### src/hw/rtl/tcw_pkg.sv
// ----------------------------------------------------------------------------
// tcw_pkg
// Shared geometry, codes and types for the text console writer.
// ----------------------------------------------------------------------------
package tcw_pkg;

	localparam int unsigned COLUMNS          = 80;
	localparam int unsigned ROWS             = 25;
	localparam int unsigned AUTO_SCROLL_ROWS = 10;

	localparam int unsigned CELLS      = COLUMNS * ROWS;
	localparam int unsigned AW         = $clog2(CELLS);
	localparam int unsigned CW         = $clog2(CELLS + 1);
	localparam int unsigned NW         = $clog2(CELLS + COLUMNS + 1);
	localparam int unsigned AUTO_ROWS  = (AUTO_SCROLL_ROWS > ROWS) ? ROWS : AUTO_SCROLL_ROWS;
	localparam int unsigned AUTO_SHIFT = AUTO_ROWS * COLUMNS;

	localparam logic [7:0] BLANK_CHAR = 8'h20;
	localparam logic [7:0] RESET_ATTR = 8'h07;
	localparam logic [7:0] NEWLINE    = 8'h0A;
	localparam logic [7:0] PRINT_LO   = 8'h20;
	localparam logic [7:0] PRINT_HI   = 8'h7F;

	typedef logic [2:0] mode_t;
	localparam mode_t MODE_PUT    = 3'd0;
	localparam mode_t MODE_BKSP   = 3'd1;
	localparam mode_t MODE_SETCUR = 3'd2;
	localparam mode_t MODE_CLEAR  = 3'd3;
	localparam mode_t MODE_SCROLL = 3'd4;
	localparam mode_t MODE_READ   = 3'd5;

	typedef enum logic [2:0] {
		ST_IDLE,
		ST_NEWLINE,
		ST_PUT,
		ST_COPY_RD,
		ST_COPY_WR,
		ST_FILL,
		ST_READ
	} state_t;

	typedef enum logic [1:0] {
		FILL_INIT,
		FILL_CLEAR,
		FILL_SCROLL,
		FILL_AUTO
	} fill_kind_t;

	typedef struct packed {
		logic          we;
		logic [AW-1:0] waddr;
		logic [15:0]   wdata;
		logic [AW-1:0] raddr;
	} ram_req_t;

endpackage

### src/hw/rtl/tcw_ctrl.sv
// ----------------------------------------------------------------------------
// tcw_ctrl
// Command sequencer: cursor, newline row stepping, colour register, and the
// address walker that drives clear, scroll and cell transfers through the screen store.
// ----------------------------------------------------------------------------
module tcw_ctrl (
	input  logic              clk,
	input  logic              arst_n,
	input  logic              start,
	output logic              busy,
	input  logic [2:0]        mode,
	input  logic [7:0]        char_code,
	input  logic [10:0]       position,
	input  logic [4:0]        line_count,
	input  logic              text_colour_we,
	input  logic [7:0]        text_colour,
	output logic              done,
	output logic [10:0]       cursor_pos,
	output logic              ok,
	output logic [7:0]        cell_char,
	output logic [7:0]        cell_attr,
	output tcw_pkg::ram_req_t ram_req,
	input  logic [15:0]       ram_rdata
);
	import tcw_pkg::*;

	state_t        state_q, state_d;
	fill_kind_t    kind_q, kind_d;
	logic [CW-1:0] cursor_q, cursor_d;
	logic [7:0]    colour_q;
	logic [AW-1:0] addr_q, addr_d;
	logic [CW-1:0] shift_q, shift_d;
	logic [NW-1:0] base_q, base_d;
	logic [7:0]    char_q, char_d;
	logic          done_q, done_d;
	logic          ok_q, ok_d;
	logic [7:0]    cell_char_q, cell_char_d;
	logic [7:0]    cell_attr_q, cell_attr_d;

	logic [NW-1:0] nl_next;
	logic [CW:0]   src;
	logic [7:0]    fill_attr;
	logic [CW-1:0] cursor_scrolled;

	assign nl_next         = base_q + NW'(COLUMNS);
	assign src             = (CW+1)'(addr_q) + (CW+1)'(shift_q);
	assign fill_attr       = (kind_q == FILL_INIT) ? RESET_ATTR : colour_q;
	assign cursor_scrolled = (cursor_q > shift_q) ? (cursor_q - shift_q) : '0;

	always_comb begin
		state_d       = state_q;
		kind_d        = kind_q;
		cursor_d      = cursor_q;
		addr_d        = addr_q;
		shift_d       = shift_q;
		base_d        = base_q;
		char_d        = char_q;
		done_d        = 1'b0;
		ok_d          = ok_q;
		cell_char_d   = cell_char_q;
		cell_attr_d   = cell_attr_q;
		ram_req.we    = 1'b0;
		ram_req.waddr = addr_q;
		ram_req.wdata = {fill_attr, BLANK_CHAR};
		ram_req.raddr = addr_q;

		case (state_q)
			ST_IDLE: begin
				if (start) begin
					cell_char_d = '0;
					cell_attr_d = '0;
					ok_d        = 1'b1;
					case (mode)
						MODE_PUT: begin
							if (char_code == NEWLINE) begin
								base_d  = '0;
								state_d = ST_NEWLINE;
							end else if (char_code >= PRINT_LO && char_code <= PRINT_HI) begin
								char_d = char_code;
								if (32'(cursor_q) >= CELLS) begin
									shift_d = CW'(AUTO_SHIFT);
									addr_d  = '0;
									kind_d  = FILL_AUTO;
									state_d = ST_COPY_RD;
								end else begin
									state_d = ST_PUT;
								end
							end else begin
								done_d = 1'b1;
							end
						end
						MODE_BKSP: begin
							if (cursor_q != '0) begin
								cursor_d      = cursor_q - 1'b1;
								ram_req.we    = 1'b1;
								ram_req.waddr = AW'(cursor_q - 1'b1);
								ram_req.wdata = {RESET_ATTR, BLANK_CHAR};
							end
							done_d = 1'b1;
						end
						MODE_SETCUR: begin
							if (32'(position) < CELLS) begin
								cursor_d = CW'(position);
							end else begin
								ok_d = 1'b0;
							end
							done_d = 1'b1;
						end
						MODE_CLEAR: begin
							addr_d  = '0;
							kind_d  = FILL_CLEAR;
							state_d = ST_FILL;
						end
						MODE_SCROLL: begin
							if (32'(line_count) > ROWS) begin
								ok_d   = 1'b0;
								done_d = 1'b1;
							end else if (line_count == '0) begin
								done_d = 1'b1;
							end else begin
								shift_d = CW'(32'(line_count) * COLUMNS);
								addr_d  = '0;
								kind_d  = FILL_SCROLL;
								state_d = ST_COPY_RD;
							end
						end
						MODE_READ: begin
							if (32'(position) < CELLS) begin
								ram_req.raddr = AW'(position);
								state_d       = ST_READ;
							end else begin
								ok_d   = 1'b0;
								done_d = 1'b1;
							end
						end
						default: begin
							ok_d   = 1'b0;
							done_d = 1'b1;
						end
					endcase
				end
			end
			ST_NEWLINE: begin
				if (NW'(cursor_q) < nl_next) begin
					cursor_d = (nl_next > NW'(CELLS)) ? CW'(CELLS) : CW'(nl_next);
					done_d   = 1'b1;
					state_d  = ST_IDLE;
				end else begin
					base_d = nl_next;
				end
			end
			ST_PUT: begin
				ram_req.we    = 1'b1;
				ram_req.waddr = AW'(cursor_q);
				ram_req.wdata = {colour_q, char_q};
				cursor_d      = cursor_q + 1'b1;
				done_d        = 1'b1;
				state_d       = ST_IDLE;
			end
			ST_COPY_RD: begin
				if (32'(src) < CELLS) begin
					ram_req.raddr = AW'(src);
					state_d       = ST_COPY_WR;
				end else begin
					state_d = ST_FILL;
				end
			end
			ST_COPY_WR: begin
				ram_req.we    = 1'b1;
				ram_req.wdata = ram_rdata;
				addr_d        = addr_q + 1'b1;
				state_d       = ST_COPY_RD;
			end
			ST_FILL: begin
				ram_req.we = 1'b1;
				if (32'(addr_q) == CELLS - 1) begin
					case (kind_q)
						FILL_INIT: begin
							state_d = ST_IDLE;
						end
						FILL_CLEAR: begin
							done_d  = 1'b1;
							state_d = ST_IDLE;
						end
						FILL_SCROLL: begin
							cursor_d = cursor_scrolled;
							done_d   = 1'b1;
							state_d  = ST_IDLE;
						end
						FILL_AUTO: begin
							cursor_d = cursor_scrolled;
							state_d  = ST_PUT;
						end
						default: begin
							state_d = ST_IDLE;
						end
					endcase
				end else begin
					addr_d = addr_q + 1'b1;
				end
			end
			ST_READ: begin
				cell_char_d = ram_rdata[7:0];
				cell_attr_d = ram_rdata[15:8];
				done_d      = 1'b1;
				state_d     = ST_IDLE;
			end
			default: begin
				state_d = ST_IDLE;
			end
		endcase
	end

	// reset starts a blanking pass over the whole store
	always_ff @(posedge clk or negedge arst_n) begin
		if (!arst_n) begin
			state_q  <= ST_FILL;
			kind_q   <= FILL_INIT;
			cursor_q <= '0;
			colour_q <= RESET_ATTR;
			addr_q   <= '0;
			done_q   <= 1'b0;
		end else begin
			state_q  <= state_d;
			kind_q   <= kind_d;
			cursor_q <= cursor_d;
			addr_q   <= addr_d;
			done_q   <= done_d;
			if (text_colour_we) begin
				colour_q <= text_colour;
			end
		end
	end

	always_ff @(posedge clk) begin
		shift_q     <= shift_d;
		base_q      <= base_d;
		char_q      <= char_d;
		ok_q        <= ok_d;
		cell_char_q <= cell_char_d;
		cell_attr_q <= cell_attr_d;
	end

	assign busy       = (state_q != ST_IDLE);
	assign done       = done_q;
	assign cursor_pos = 11'(cursor_q);
	assign ok         = ok_q;
	assign cell_char  = cell_char_q;
	assign cell_attr  = cell_attr_q;

endmodule

### config.mk
export PLATFORM = sky130hd
export DESIGN_NAME = tcw_ctrl
export DESIGN_NICKNAME = d
export VERILOG_FILES = /design/src/hw/rtl/tcw_pkg.sv /design/src/hw/rtl/tcw_ctrl.sv
export SDC_FILE = /design/constraint.sdc
export NUM_CORES = 1
export LEC_CHECK = 0
export BUFFER_PORTS_ARGS = -buffer_cell sky130_fd_sc_hd__buf_2
export CAP_MARGIN = 0
export CORE_MARGIN = 5
export CORE_UTILIZATION = 30
export DETAILED_ROUTE_END_ITERATION = 8
export SLEW_MARGIN = 20
export SYNTH_ARGS = -nofsm -noshare
export SYNTH_HDL_FRONTEND = slang
export SYNTH_SLANG_ARGS = --single-unit
### constraint.sdc
create_clock -name clk -period 7.25 [get_ports clk]
set_clock_uncertainty 0.1 [all_clocks]
set_input_delay 0.725 -clock clk [delete_from_list [all_inputs] [get_ports clk]]
set_output_delay 0.725 -clock clk [all_outputs]
set_load 0.1 [all_outputs]
==> results.cfg <==
[floorplan]
design.portCount = 124
num_rows = 53
dieArea_um2 = 24100
die_width_um = 155
dieHeight_um = 155
initial_core_util_pct = 30.3
core_um2 = 20900

[place]
placed_cell_area_um2 = 7140
place_congestion = 0.917
pre_cts_ws_ns = 2.86
portBuffers = 123
hpwl_mm = 16.9

[clocking]
holdBufCountCts = 0
clockBufferDepth = 2
cts.sinks = 76
clk-insertion-delay-late_ns = 0.35
post_cts_buffers = 0
cts.clk_slew.worst_paths_ns = 0.06
htreeDepth = 3
cts_tree = done
cts_root_buf = clkbuf_16
postCtsResizedCells = 0
numCtsBuffers = 9

[sta]
max_slew_margin_pct = 39.0
layout_setup_ws_ns = 2.59
hold_violations = 0
maxSlewViolCount = 0
rsz0062_at_grt = false
clock.fmax_ghz = 0.215
period_needed_ns = 4.66
post-route-period-util_pct = 64.3
setup_viol = 0
final.setup.tns_ns = 0
worst_pin_slew_ns = 0.914

[critical_path]
cp.arrival_ns = 3.84
slowest_delay_ns = 0.47
worstPathRequired_ns = 6.42
regToRegSetupSlack_ns = 3.87
worstReg2RegEnd = cursor_pos[3]$_DFFE_PN0P_
r2r_start = base_q[4]$_SDFFCE_PN0P_
end_kind = primary output
crit_start = shift_q[4]$_SDFFCE_PN0P_
worstRegToRegCells = 9
cp_max_fo = 7
path_cells = ha_1 -> fa_1 -> a211oi_1 -> nor2_1 -> o311ai_1 -> a41oi_1 -> a21oi_1 -> a221o_1 -> buf_2
cp-start-kind = flip-flop
crit_end = ram_req[4]
slowest_stage = edfxtp_1
criticalPathCategory = reg2out

[global_route]
grt_overflow = 0
grt_pass1_vias = 5819
grt_pass1_wl_mm = 33.1
track_usage_pct = 17.5
antenna_found_initial = 0
grt_max_degree = 37

[synthesis]
synth.avg_cell_area_um2 = 8.86
yosysSeqAreaShare_pct = 33.3
ys_warn_count = 0
netlist_instances = 714
synth_async_sr_flop_share_pct = 47.4
yosys-top-cells-area = edfxtp_1, dfrtp_1, ha_1, nor2_1, o21ai_0
synth-seq-cells = 76
ys_top_cells_by_count = nor2_1, nand2_1, o21ai_0
ys.flop_type = edfxtp_1
syn_nets = 807
synth_most_common_cell = nor2_1
synthesis.area_um2 = 6330
yosysTopAreaCellShare_pct = 19.0
synth_edf_count = 40
synth_top_area_cell = edfxtp_1
ys_types = 86

[final_layout]
n_antenna_cell = 0
drive_gt1_share_pct = 22.2
syn_to_final_growth_pct = 17.9
fin_nets = 903
fillCellCount = 2190
final_cell_area_um2 = 7460

[route]
drtPass1Iterations = 5
ant_nets = 0
viasPerCell = 5.65
route.detailed.drc = 0
routed-via-count = 6154
first_iter_violations = 346
wire_per_inst_um = 19.8
drt-total-wl_mm = 21.6

[min_path]
hp-class = in2async

[status]
status = finished clean

[flow_run]
drv_cap = 0
## cell type report
cell class | instances | area, µm² | share of cell area [%]
Timing Repair Buffer | 127 | 646 | 8.65
Inverter | 28 | 105 | 1.41
Tap cell | 275 | 344 | 4.61
Sequential cell | 76 | 2110 | 28.3
Multi-Input combinational cell | 568 | 3940 | 52.7
Clock inverter | 7 | 98.8 | 1.32
Clock buffer | 9 | 225 | 3.02
## registers in the layout, summed over array words and instances, names as in the netlist
register / cells
kind_q: 2
state_q: 3
cell_attr: 8
colour_q: 8
char_q: 8
ok: 1
done: 1
addr_q: 11
shift_q: 7
cell_char: 8
cursor_pos: 11
base_q: 8
## critical path, delay by kind of cell (launching register included)
kind                       cells  cell delay [ns]
adders and majority gates      2             0.68
DFF                            1             0.47
AOI/OAI and AO/OA              5             1.78
and+or+nand+nor                1             0.13
buffers and inverters          1             0.43
## cells by family (layout without fill, tap and decap cells)
group,Yosys count,after routing,synth area share [%]
multiplexers,22,22,3.84
AND/OR/NAND/NOR,260,260,22.5
flip-flops,76,76,33.3
AO/OA/AOI/OAI,221,221,24.2
adder cells (fa/ha/maj),38,38,7.87
buffers and inverters,70,171,4.59
XOR/XNOR,27,27,3.74
## cells in the final DEF (no fill, tap or decap), types with 15 or more instances in the layout
| master | count |
|---|---|
| inv_1 | 26 |
| buf_2 | 123 |
| xnor2_1 | 15 |
| o21ai_0 | 44 |
| dfrtp_1 | 31 |
| a21oi_1 | 43 |
| nor2_1 | 62 |
| ha_1 | 35 |
| nand2_1 | 52 |
| nand3_1 | 23 |
| edfxtp_1 | 40 |
| and3_1 | 27 |
## routing by layer
metal / share of wire (%) / track usage [%] / up-vias / wire, µm
met5: 0 / 0 / - / 0
met4: 2.4 / 6.25 / 0 / 517
met3: 6.5 / 2.87 / 29 / 1410
met2: 48 / 29.3 / 225 / 10400
met1: 43 / 22.8 / 2990 / 9280
li1: - / - / 2910 / -
## worst min-delay path by stage
stage                            start                       to  cells past startpoint
3_3_place_gp   colour_q[3]$_DFFE_PN0P_  colour_q[3]$_DFFE_PN0P_                      1
4_1_cts        colour_q[6]$_DFFE_PN0P_  colour_q[6]$_DFFE_PN0P_                      1
6_report                        arst_n  colour_q[3]$_DFFE_PN0P_                      1
2_1_floorplan                   arst_n    addr_q[0]$_DFFE_PN0P_                      0
5_1_grt        colour_q[6]$_DFFE_PN0P_  colour_q[6]$_DFFE_PN0P_                      1
3_5_place_dp   colour_q[6]$_DFFE_PN0P_  colour_q[6]$_DFFE_PN0P_                      1
## per-stage QoR
| stage | utilization [%] | hold slack (ns) | instances |
|---|---|---|---|
| final | 35.7 | 0.403 | 1090 |
| after global routing | 35.7 | 0.445 | 1090 |
| after CTS | 35.7 | 0.419 | 1090 |
| after detailed placement | 34.2 | 0.406 | 1074 |
| after global placement | 34.2 | 0.404 | 1074 |
| after floorplan | - | 0.329 | 714 |
Power is left out: the tool's default activity adds up to more than one toggle a clock period on the data nets, which glitch-free logic cannot reach.
